### src/hdl/cpc_pkg.sv
package cpc_pkg;

	localparam int ZW = 36;
	localparam int CW = 64;
	localparam int FRONT_STAGES = 2;
	localparam int SQ_STAGES = 33;
	localparam int FIN_STAGES = 3;

	localparam logic signed [ZW-1:0] PI_Q30      = 36'sd3373259426;
	localparam logic signed [ZW-1:0] HALF_PI_Q30 = 36'sd1686629713;
	localparam logic signed [ZW-1:0] PI_Q29_Z    = 36'sd1686629713;
	localparam logic signed [31:0]   PI_Q29      = 32'sd1686629713;
	localparam logic signed [31:0]   HALF_PI_Q29 = 32'sd843314857;
	localparam logic signed [30:0]   INV_GAIN_Q30 = 31'sd652032874;
	localparam logic [15:0]          SNAP_RESET  = 16'd2;

	typedef enum logic [2:0] {
		ANG_CORDIC,
		ANG_ZERO,
		ANG_PI,
		ANG_POS_HALF,
		ANG_NEG_HALF
	} ang_code_t;

	typedef struct packed {
		logic      mode;
		logic      neg;
		logic      zero;
		ang_code_t code;
	} ctl_t;

	typedef struct packed {
		logic               mode;
		logic signed [31:0] x_re;
		logic signed [31:0] x_im;
		logic signed [31:0] in_mag;
		logic signed [31:0] in_angle;
	} in_item_t;

	typedef struct packed {
		logic signed [31:0] out_re;
		logic signed [31:0] out_im;
		logic [31:0]        magnitude;
		logic signed [31:0] angle;
		logic [63:0]        norm_sq;
		logic               zero_input;
	} out_item_t;

	function automatic logic signed [ZW-1:0] atan_q30(input int unsigned i);
		logic signed [ZW-1:0] v;
		case (i)
			0: v = 36'sh03243F6A8;
			1: v = 36'sh01DAC6705;
			2: v = 36'sh00FADBAFC;
			3: v = 36'sh007F56EA6;
			4: v = 36'sh003FEAB76;
			5: v = 36'sh001FFD55B;
			6: v = 36'sh000FFFAAA;
			7: v = 36'sh0007FFF55;
			8: v = 36'sh0003FFFEA;
			9: v = 36'sh0001FFFFD;
			10: v = 36'sh0000FFFFF;
			11: v = 36'sh00007FFFF;
			12: v = 36'sh00003FFFF;
			13: v = 36'sh00001FFFF;
			14: v = 36'sh00000FFFF;
			15: v = 36'sh000007FFF;
			16: v = 36'sh000003FFF;
			17: v = 36'sh000001FFF;
			18: v = 36'sh000000FFF;
			19: v = 36'sh0000007FF;
			20: v = 36'sh0000003FF;
			21: v = 36'sh0000001FF;
			22: v = 36'sh0000000FF;
			23: v = 36'sh00000007F;
			24: v = 36'sh00000003F;
			25: v = 36'sh00000001F;
			26: v = 36'sh00000000F;
			27: v = 36'sh000000008;
			28: v = 36'sh000000004;
			29: v = 36'sh000000002;
			30: v = 36'sh000000001;
			default: v = '0;
		endcase
		return v;
	endfunction

endpackage

### src/hdl/cpc_finish.sv
module cpc_finish #(
	parameter int DATA_WIDTH = 32
) (
	input  logic                            clk,
	input  logic signed [cpc_pkg::CW-1:0]   x,
	input  logic signed [cpc_pkg::CW-1:0]   y,
	input  logic signed [cpc_pkg::ZW-1:0]   z,
	input  cpc_pkg::ctl_t                   ctl,
	input  logic [31:0]                     mag,
	input  logic [63:0]                     n,
	input  logic [15:0]                     snap,
	output cpc_pkg::out_item_t              result
);
	import cpc_pkg::*;

	localparam int SAT_W = (DATA_WIDTH > 32) ? 32 : DATA_WIDTH;
	localparam logic signed [CW-1:0] SAT_HI = (64'sd1 <<< (SAT_W - 1)) - 64'sd1;
	localparam logic signed [CW-1:0] SAT_LO = -SAT_HI - 64'sd1;
	localparam logic signed [CW-1:0] HALF_LSB = 64'sd1 <<< 29;

	logic signed [ZW-1:0] zr;
	logic signed [31:0] ang;
	logic signed [CW-1:0] vx, vy;
	logic signed [31:0] sx, sy;
	logic [32:0] abs_x, abs_y;

	logic signed [CW-1:0] x_s1, y_s1;
	logic signed [31:0] ang_s1, ang_s2;
	ctl_t ctl_s1, ctl_s2;
	logic [31:0] mag_s1, mag_s2;
	logic [63:0] n_s1, n_s2;
	logic signed [31:0] re_s2, im_s2;
	out_item_t res_s3;

	always_comb begin
		zr = (z + 36'sd1) >>> 1;
		if (zr > PI_Q29_Z) begin
			zr = PI_Q29_Z;
		end else if (zr < -PI_Q29_Z) begin
			zr = -PI_Q29_Z;
		end
		case (ctl.code)
			ANG_CORDIC:   ang = zr[31:0];
			ANG_ZERO:     ang = '0;
			ANG_PI:       ang = PI_Q29;
			ANG_POS_HALF: ang = HALF_PI_Q29;
			ANG_NEG_HALF: ang = -HALF_PI_Q29;
			default:      ang = '0;
		endcase
	end

	always_ff @(posedge clk) begin
		x_s1 <= ctl.neg ? -x : x;
		y_s1 <= ctl.neg ? -y : y;
		ang_s1 <= ang;
		ctl_s1 <= ctl;
		mag_s1 <= mag;
		n_s1 <= n;
	end

	always_comb begin
		vx = (x_s1 + HALF_LSB) >>> 30;
		vy = (y_s1 + HALF_LSB) >>> 30;
		if (vx > SAT_HI) vx = SAT_HI;
		if (vx < SAT_LO) vx = SAT_LO;
		if (vy > SAT_HI) vy = SAT_HI;
		if (vy < SAT_LO) vy = SAT_LO;
	end

	always_ff @(posedge clk) begin
		re_s2 <= vx[31:0];
		im_s2 <= vy[31:0];
		ang_s2 <= ang_s1;
		ctl_s2 <= ctl_s1;
		mag_s2 <= mag_s1;
		n_s2 <= n_s1;
	end

	always_comb begin
		abs_x = re_s2[31] ? (33'd0 - {re_s2[31], re_s2}) : {1'b0, re_s2};
		abs_y = im_s2[31] ? (33'd0 - {im_s2[31], im_s2}) : {1'b0, im_s2};
		sx = (abs_x <= {17'b0, snap}) ? 32'sd0 : re_s2;
		sy = (abs_y <= {17'b0, snap}) ? 32'sd0 : im_s2;
	end

	always_ff @(posedge clk) begin
		if (ctl_s2.mode) begin
			res_s3.out_re <= sx;
			res_s3.out_im <= sy;
			res_s3.magnitude <= '0;
			res_s3.angle <= '0;
			res_s3.norm_sq <= '0;
			res_s3.zero_input <= 1'b0;
		end else begin
			res_s3.out_re <= '0;
			res_s3.out_im <= '0;
			res_s3.magnitude <= mag_s2;
			res_s3.angle <= ang_s2;
			res_s3.norm_sq <= n_s2;
			res_s3.zero_input <= ctl_s2.zero;
		end
	end

	assign result = res_s3;

endmodule

### config.mk
export PLATFORM = sky130hd
export DESIGN_NAME = cpc_finish
export DESIGN_NICKNAME = d
export VERILOG_FILES = /design/src/hdl/cpc_pkg.sv /design/src/hdl/cpc_finish.sv
export SDC_FILE = /design/constraint.sdc
export NUM_CORES = 1
export LEC_CHECK = 0
export BUFFER_PORTS_ARGS = -buffer_cell sky130_fd_sc_hd__buf_2
export CAP_MARGIN = 20
export CELL_PAD_IN_SITES_DETAIL_PLACEMENT = 0
export CELL_PAD_IN_SITES_GLOBAL_PLACEMENT = 1
export CORE_MARGIN = 2
export CORE_UTILIZATION = 40
export CTS_CLUSTER_DIAMETER = 150
export DETAILED_ROUTE_END_ITERATION = 10
export PLACE_DENSITY_LB_ADDON = 0.05
export SETUP_SLACK_MARGIN = 0.5
export SLEW_MARGIN = 20
export SYNTH_ARGS = -nofsm -noshare
export SYNTH_HDL_FRONTEND = slang
export SYNTH_SLANG_ARGS = --single-unit
### constraint.sdc
create_clock -name clk -period 4.85 [get_ports clk]
set_clock_uncertainty 0.15 [all_clocks]
set_input_delay 0.485 -clock clk [delete_from_list [all_inputs] [get_ports clk]]
set_output_delay 0.485 -clock clk [all_outputs]
set_load 0.01 [all_outputs]
# Yosys cells after proc, flatten, opt, wreduce, memory -nomap -nowiden
# Index checks and enable logic that the tools add are counted.
# W data, S select, Z words.
classes:
  n_addsub: 7
  order_cmp: 8
  eq_ne: 3
  muxes: 9
  bitwise: 1
  n_reduce_logical: 3
op_table:
  columns: ["operator", "count"]
  rows:
  - ["$mux W64", 4]
  - ["$add A64 B31 Y64 const B", 2]
  - ["$lt A64 B32 Y1 const B", 2]
  - ["$neg A64 Y64", 2]
  - ["$pmux W32 S4", 1]
  - ["$gt A34 B32 Y1 const B", 2]
  - ["$le A33 B16 Y1", 2]
  - ["$mux W33", 2]
  - ["$sub A1 B32 Y33 const A", 2]
  - ["$mux W32", 2]
  - ["$add A36 B2 Y36 const B", 1]
  - ["$gt A35 B32 Y1 const B", 1]
  - ["$lt A35 B32 Y1 const B", 1]
  - ["$eq A3 B2 Y1 const B", 2]
  - ["$reduce_or A2 Y1", 2]
  - ["$eq A3 B3 Y1 const B", 1]
  - ["$logic_not A3 Y1", 1]
  - ["$not A1 Y1", 1]
word_totals:
  ff_bits: 645
  input_bits: 283
  output_inout_bits: 193
  word_cells: 51

# Logic depth before layout (Yosys ltp)
# Gate-level depths: netlist (run 1).
depth:
  word_depth: 5
  mapped_depth: 17
  depth_no_buf: 14

# Worst setup path before layout (run 1)
# No wires, ideal clock.
synth_path:
  path_kind: "input to register"
  startpoint: "in x[32] (netlist bit)"
  endpoint: "reg x_s1[63]"
  setup_ps: 72
  arrival_time_ps: 3959
  required_ps: 4628
  path_slack_ps: 669
  stages: 10
  n_path_buf: 1
  path_cell_list: "or4_1 or4_1 or3_1 or4_4 or4_4 or4_4 buf_6 or3_4 o31ai_4 xnor2_1"
synth_via:
  elab_chain_len: 2
synth_lines:
  columns: ["element", "line_no", "rtl"]
  rows:
  - ["start, declared", "cpc_finish.sv:5", "input logic signed [cpc_pkg::CW-1:0] x,"]
  - ["$neg A64 Y64", "cpc_finish.sv:53", "x_s1 <= ctl.neg ? -x : x;"]
  - ["$mux W64", "cpc_finish.sv:53", null]
  - ["end signal, assigned", "cpc_finish.sv:53", null]
  - ["end, declared", "cpc_finish.sv:27", "logic signed [CW-1:0] x_s1, y_s1;"]
# Every way passes these cells.
# A chain may end at the register's enable or synchronous reset.

# Worst setup path in the final report (run 1)
layout_path:
  startpoint: "in x[30] (netlist bit)"
  endpoint: "reg x_s1[61]"
# The elaborated chain is that of the path after synthesis.

==> impl_metrics.env, run 1 <==
export IMPL_cts_root_buf="clkbuf_16"
export IMPL_path_class="in -> reg"
export IMPL_cp_max_fo=6
export IMPL_crit_top_cell="or4_4"
export IMPL_critPathMaxStageDelay_ps=570
export IMPL_gp_congestion=0.893
export IMPL_cts_clk_slew_worst_paths_ps=60
export IMPL_dp_cells=3051
export IMPL_die_x_um=230
export IMPL_n_antenna_cell=0
export IMPL_critPathLaunchType="input port"
export IMPL_syn_inst=1961
export IMPL_drtPass1Iterations=5
export IMPL_htree_levels=2
export IMPL_nets=2932
export IMPL_drive_gt1_share_pct=24.5
export IMPL_min_period_ps=4310
export IMPL_fillCellCount=4504
export IMPL_crit_chain="dlymetal6s4s_1, buf_6, or4_4, or4_4, or3_4, or4_4, or4_4, or4_4, or3_4, o31ai_4, xnor2_1"
export IMPL_period_share_pct=88.8
export IMPL_min_path_type="in -> reg"
export IMPL_clk_path_buf_depth=3
export IMPL_num_rows=82
export IMPL_finalSetupTns_ps=0
export IMPL_crit_start="x[30]"
export IMPL_place_port_buffers=475
export IMPL_route_antenna_remaining_nets=0
export IMPL_clk_latency_ps=600
export IMPL_path_depth=11
export IMPL_grt_pass1_wl_mm=84.8
export IMPL_antenna_found_initial=1
export IMPL_ys_async_sr_fraction_pct=0
export IMPL_reg2reg_from="re_s2[7]"
export IMPL_drt_wl_total_mm=54.1
export IMPL_num_vias=16200
export IMPL_grt_pass1_vias=16000
export IMPL_critPathTopFamily="simple AND/OR/NAND/NOR gates"
export IMPL_dp_hpwl_mm=40.5
export IMPL_utilization_pct=54.7
export IMPL_rsz0062_at_grt="false"
export IMPL_final_cell_count_no_fill=3333
export IMPL_dieArea_sq_um=52800
export IMPL_tightest_slew_ps=1080
export IMPL_io_pins=476
export IMPL_ys_seq_area_share_pct=57.6
export IMPL_max_freq_mhz=232
export IMPL_synth_edff_count=0
export IMPL_syn_area_sq_um=20400
export IMPL_track_usage_pct=19.9
export IMPL_drt_wirelength_per_cell_um=16.2
export IMPL_fp_coreArea_sq_um=50300
export IMPL_syn_avg_cell_area_sq_um=10.4
export IMPL_worstReg2RegEnd="result[187]"
export IMPL_cts_sinks=587
export IMPL_route_detailed_drc=0
export IMPL_via_per_inst=4.85
export IMPL_synthToLayoutAreaGrowth_pct=34.8
export IMPL_maxCapViolations=0
export IMPL_start_util_pct=40.6
export IMPL_synth_top_flop_cell="dfxtp_1"
export IMPL_synth_seq_cells=587
export IMPL_cp_data_required_time_ps=5190
export IMPL_setup_ws_ps=544
export IMPL_grt_overflow=0
export IMPL_crit_buf_inv=2
export IMPL_synth_nets=2281
export IMPL_die_y_um=230
export IMPL_finalHoldViolCount=0
export IMPL_cts_tree="built"
export IMPL_power_density_nw_per_um2=433
export IMPL_cts_buffers=59
export IMPL_drtIter0Drc=883
export IMPL_maxSlewViolCount=0
export IMPL_crit_path_end="x_s1[61]"
export IMPL_setup_viol=0
export IMPL_rrSetupSlack_ps=800
export IMPL_power_leakage_nw=11.9
export IMPL_yosysWarnings=0
export IMPL_endpoint_kind="flop"
export IMPL_grt_max_degree=103
export IMPL_worst_r2r_cell_count=14
export IMPL_ys_types=67
export IMPL_max_vdd_ir_drop_uv=266
export IMPL_dpl_worst_slack_ps=479
export IMPL_status="complete, no violations"
export IMPL_cpMaxStageDelayCell="or4_4"
export IMPL_arrival_ps=4640
export IMPL_slew_headroom_pct=28.2
[area by class of cell]
class / instances / area, sq um / share of cell area [%]
Clock inverter: 33 / 492 / 1.79
Multi-Input combinational cell: 1256 / 8250 / 30.0
Clock buffer: 77 / 1700 / 6.17
Tap cell: 672 / 841 / 3.06
Inverter: 35 / 131 / 0.478
Sequential cell: 587 / 11800 / 42.8
Timing Repair Buffer: 673 / 4320 / 15.7
[worst reg2reg max path, delay by kind of cell (launching register included)]
family,cells,cell delay [ps]
xor gates and xnor gates,1,210
adders and majority gates,1,310
and+or+nand+nor,4,1520
buffers and inverters,2,290
AOI/OAI and AO/OA,6,1100
DFF,1,360
[power breakdown]
| group | internal (mW) | switching (mW) | total [mW] |
|---|---|---|---|
| logic | 0.691 | 0.760 | 1.45 |
| registers | 5.22 | 0.282 | 5.51 |
| clock network | 3.06 | 1.89 | 4.94 |
[sequential cells by signal, summed over array words and instances (netlist names), 32 cells and up]
register  count
y_s1         35
mag_s2       32
re_s2        32
n_s2         64
result      193
n_s1         64
im_s2        32
ang_s1       32
x_s1         35
mag_s1       32
ang_s2       32
[worst min-delay path by stage]
stage	from	endpoint	slack, ps	depth (start not counted)
CTS	ctl[2]	ang_s1[15]	30	2
detailed placement	mag_s1[17]	mag_s2[17]	160	0
finish	ctl[2]	ang_s1[15]	70	2
global route	ctl[2]	ang_s1[15]	60	2
floorplan	ang_s1[0]	ang_s2[0]	160	0
global placement	n_s1[60]	n_s2[60]	160	0
[stage by stage]
stage	power, mW	hold WS, ps	cell area, sq um
after floorplan	6.36	160	20400
after global placement	6.91	160	23500
after detailed placement	6.95	162	23500
after CTS	12.0	28.6	27400
after global routing	12.4	57.6	27500
final	11.9	72.8	27500
[layer usage]
layer | wire [um] | GRT usage [%]
met5 | 12 | 0
met4 | 1360 | 6.15
met3 | 2710 | 3.60
met2 | 26100 | 34.6
met1 | 24000 | 25.1
[cells by family (layout without fill, tap and decap cells)]
family | after synthesis | count (layout) | share of synthesized area (%)
buf+inv | 118 | 818 | 2.21
compound gates | 377 | 377 | 11.9
flops | 587 | 587 | 57.6
xor+xnor | 193 | 193 | 8.29
mux | 6 | 6 | 0.319
fa+ha+maj | 37 | 37 | 2.27
simple gates | 643 | 643 | 17.4
[what timing repair did]
action | in CTS | in global routing
resized for setup | 0 | 19
endpoints found under the setup margin | 0 | 68
hold endpoints to repair | 168 | 0
hold buffers | 168 | 0
buffers inserted | 0 | 4
[cells in the mapped netlist, types with 4 or more instances]
cell       instances  area (sq um)
dfxtp_1          587         11800
nor2b_1          138           863
a21oi_1          137           686
xnor2_1          136          1190
nand2_1          131           492
o21ai_0           88           440
clkbuf_1          80           300
nor2_1            69           259
xor2_1            57           499
nand3_1           56           280
nand4_1           42           263
ha_1              37           463
nor4_1            36           225
inv_1             35           131
o211a_1           34           340
nor3_1            31           155
o31ai_1           24           180
and3_1            22           138
nand2b_1          21           131
or4_1             20           150
or3_1             17           106
and4_1            14           123
o41ai_1           13           114
or2_2             12          75.1
a31oi_1           10          62.6
and2_1             9          56.3
a31o_2             6          52.6
a32oi_1            6          52.6
o21a_1             6          45.0
a2111oi_0          5          43.8
a211oi_1           5          37.5
nor3b_1            5          37.5
o211ai_1           5          37.5
a21o_1             4          30.0
a22oi_1            4          30.0
mux2_2             4          45.0
nand4b_1           4          35.0
o31a_1             4          35.0
[placed cells by master (no fill, tap or decap), drive strengths merged, types with 11 or more instances in the layout]
cell type	n
dfxtp	587
buf	505
dlygate4sd3	164
nor2b	138
a21oi	137
xnor2	136
nand2	131
o21ai	89
clkbuf	77
nor2	69
xor2	57
nand3	56
nand4	42
inv	39
ha	37
nor4	36
o211a	34
nor3	31
o31ai	26
or4	23
and3	22
nand2b	21
or3	18
and4	14
o41ai	14
clkinv	14
or2	12
bufinv	11
(Power assumes the default switching activity.)
==> run 2: changes to the inputs <==
Settings changed: CORE_UTILIZATION 40 to 41.
==> impl_metrics.env, run 2 (synthesized netlist as in run 1, its figures left out) <==
export IMPL_p_sw_mw=2.88
export IMPL_p_seq_share_pct=47.6
export IMPL_grt_overflow=0
export IMPL_drt_wl_total_mm=53.8
export IMPL_track_usage_pct=20.3
export IMPL_finalSetupTns_ps=0
export IMPL_route_detailed_drc=0
export IMPL_clk_latency_ps=620
export IMPL_rrSetupSlack_ps=850
export IMPL_drtIter0Drc=806
export IMPL_tightest_slew_ps=1070
export IMPL_wl_met1_mm=23.5
export IMPL_cts_sinks=587
export IMPL_htree_levels=2
export IMPL_largest_register_ffs=193
export IMPL_cts_clk_slew_worst_paths_ps=60
export IMPL_hold_depth=2
export IMPL_reg2reg_from="re_s2[6]"
export IMPL_cp_max_fo=7
export IMPL_via_per_inst=4.85
export IMPL_switching_share_pct=24.8
export IMPL_drtPass1Iterations=7
export IMPL_drive_gt1_share_pct=24.2
export IMPL_cp_data_required_time_ps=5220
export IMPL_worstReg2RegEnd="result[191]"
export IMPL_clkPwrFrac_pct=40.0
export IMPL_final_cell_mix="dfxtp_1, buf_2, dlygate4sd3_1, nor2b_1, xnor2_1"
export IMPL_setup_viol=0
export IMPL_min_path_type="in -> reg"
export IMPL_utilization_pct=55.7
export IMPL_slew_headroom_pct=28.6
export IMPL_synthToLayoutAreaGrowth_pct=34.0
export IMPL_finalHoldViolCount=0
export IMPL_arrival_ps=4630
export IMPL_critPathLaunchType="input port"
export IMPL_dieArea_sq_um=51500
export IMPL_cts_buffers=59
export IMPL_holdPathEnd="ang_s1[15]"
export IMPL_die_x_um=227
export IMPL_power_frac_comb_pct=12.4
export IMPL_max_vdd_ir_drop_uv=222
export IMPL_endpoint_kind="flop"
export IMPL_num_rows=81
export IMPL_dr_wl_met3_mm=3.12
export IMPL_power_density_nw_per_um2=424
export IMPL_hp_start="ctl[2]"
export IMPL_dp_hpwl_mm=40.0
export IMPL_nets=2930
export IMPL_route_antenna_remaining_nets=0
export IMPL_min_period_ps=4260
export IMPL_grt_max_degree=71
export IMPL_maxSlewViolCount=0
export IMPL_cts_tree="built"
export IMPL_num_vias=16100
export IMPL_grt_pass1_wl_mm=83.0
export IMPL_design_area_sq_um=27300
export IMPL_die_y_um=227
export IMPL_power_leakage_nw=11.7
export IMPL_met2_length_mm=25.9
export IMPL_period_share_pct=87.9
export IMPL_place_port_buffers=475
export IMPL_grt_pass1_vias=15600
export IMPL_gp_congestion=0.881
export IMPL_final_common_cell="dfxtp_1"
export IMPL_top_layer_used="met5"
export IMPL_status="complete, no violations"
export IMPL_start_util_pct=41.6
export IMPL_max_freq_mhz=235
export IMPL_fp_coreArea_sq_um=49100
export IMPL_cts_root_buf="clkbuf_16"
export IMPL_path_class="in -> reg"
export IMPL_postPlaceCellArea_sq_um=23500
export IMPL_clk_path_buf_depth=3
export IMPL_io_pins=476
export IMPL_worst_r2r_cell_count=10
export IMPL_antenna_found_initial=12
export IMPL_whs_ps=55.1
export IMPL_rsz0062_at_grt="false"
export IMPL_drt_wirelength_per_cell_um=16.2
export IMPL_maxCapViolations=0
export IMPL_p_int_mw=8.71
[run 2: metrics by stage]
stage               power, mW  std cells  setup WS, ps
CTS                      11.7       3315           538
global placement         6.91       3039           495
detailed placement       6.94       3039           458
floorplan                6.36       1961           669
finish                   11.6       3329           589
global route             12.1       3326           509
[run 2: power groups by stage]
stage / Sequential, mW / Combinational (mW) / Clock, mW
6_report: 5.52 / 1.44 / 4.63
5_1_grt: 5.56 / 1.61 / 4.95
4_1_cts: 5.51 / 1.44 / 4.75
3_5_place_dp: 5.62 / 1.32 / 0
3_3_place_gp: 5.61 / 1.30 / 0
2_1_floorplan: 5.57 / 0.793 / 0
[run 2: per-layer routing]
metal | vias up | global-route usage, %
li1 | 8175 | -
met1 | 7360 | 25.8
met2 | 490 | 34.4
met3 | 101 | 4.01
met4 | 14 | 7.23
met5 | - | 0
[run 2: worst max-delay path by stage]
stage | from | end | slack [ps] | cells past startpoint
floorplan | x[32] | x_s1[63] | 670 | 10
global placement | x[32] | x_s1[62] | 490 | 10
detailed placement | x[32] | x_s1[60] | 460 | 10
CTS | x[32] | x_s1[60] | 540 | 11
global route | re_s2[6] | result[166] | 510 | 14
finish | x[31] | x_s1[62] | 590 | 11
[run 2: timing repair]
action,CTS,global route
hold buffers,168,0
resized for setup,0,16
hold endpoints to repair,168,0
setup endpoints to repair,0,57
setup buffers,0,6
[run 2: worst max-delay path, cell delays in order]
cell and delay [ps]:
dlymetal6s4s_1 230, buf_2 130, or4_4 420, or4_4 540
or3_4 400, or4_4 550, or4_4 440, or4_4 570
or3_4 440, o21ai_0 260, xnor2_1 150
[run 2: final cells by class]
type | count | area [sq um]
Fill cell | 4383 | 21700
Sequential cell | 587 | 11800
Multi-Input combinational cell | 1256 | 8260
Timing Repair Buffer | 671 | 4290
Clock buffer | 83 | 1730
Tap cell | 664 | 831
Clock inverter | 25 | 312
Inverter | 35 | 131
Antenna cell | 8 | 20.0
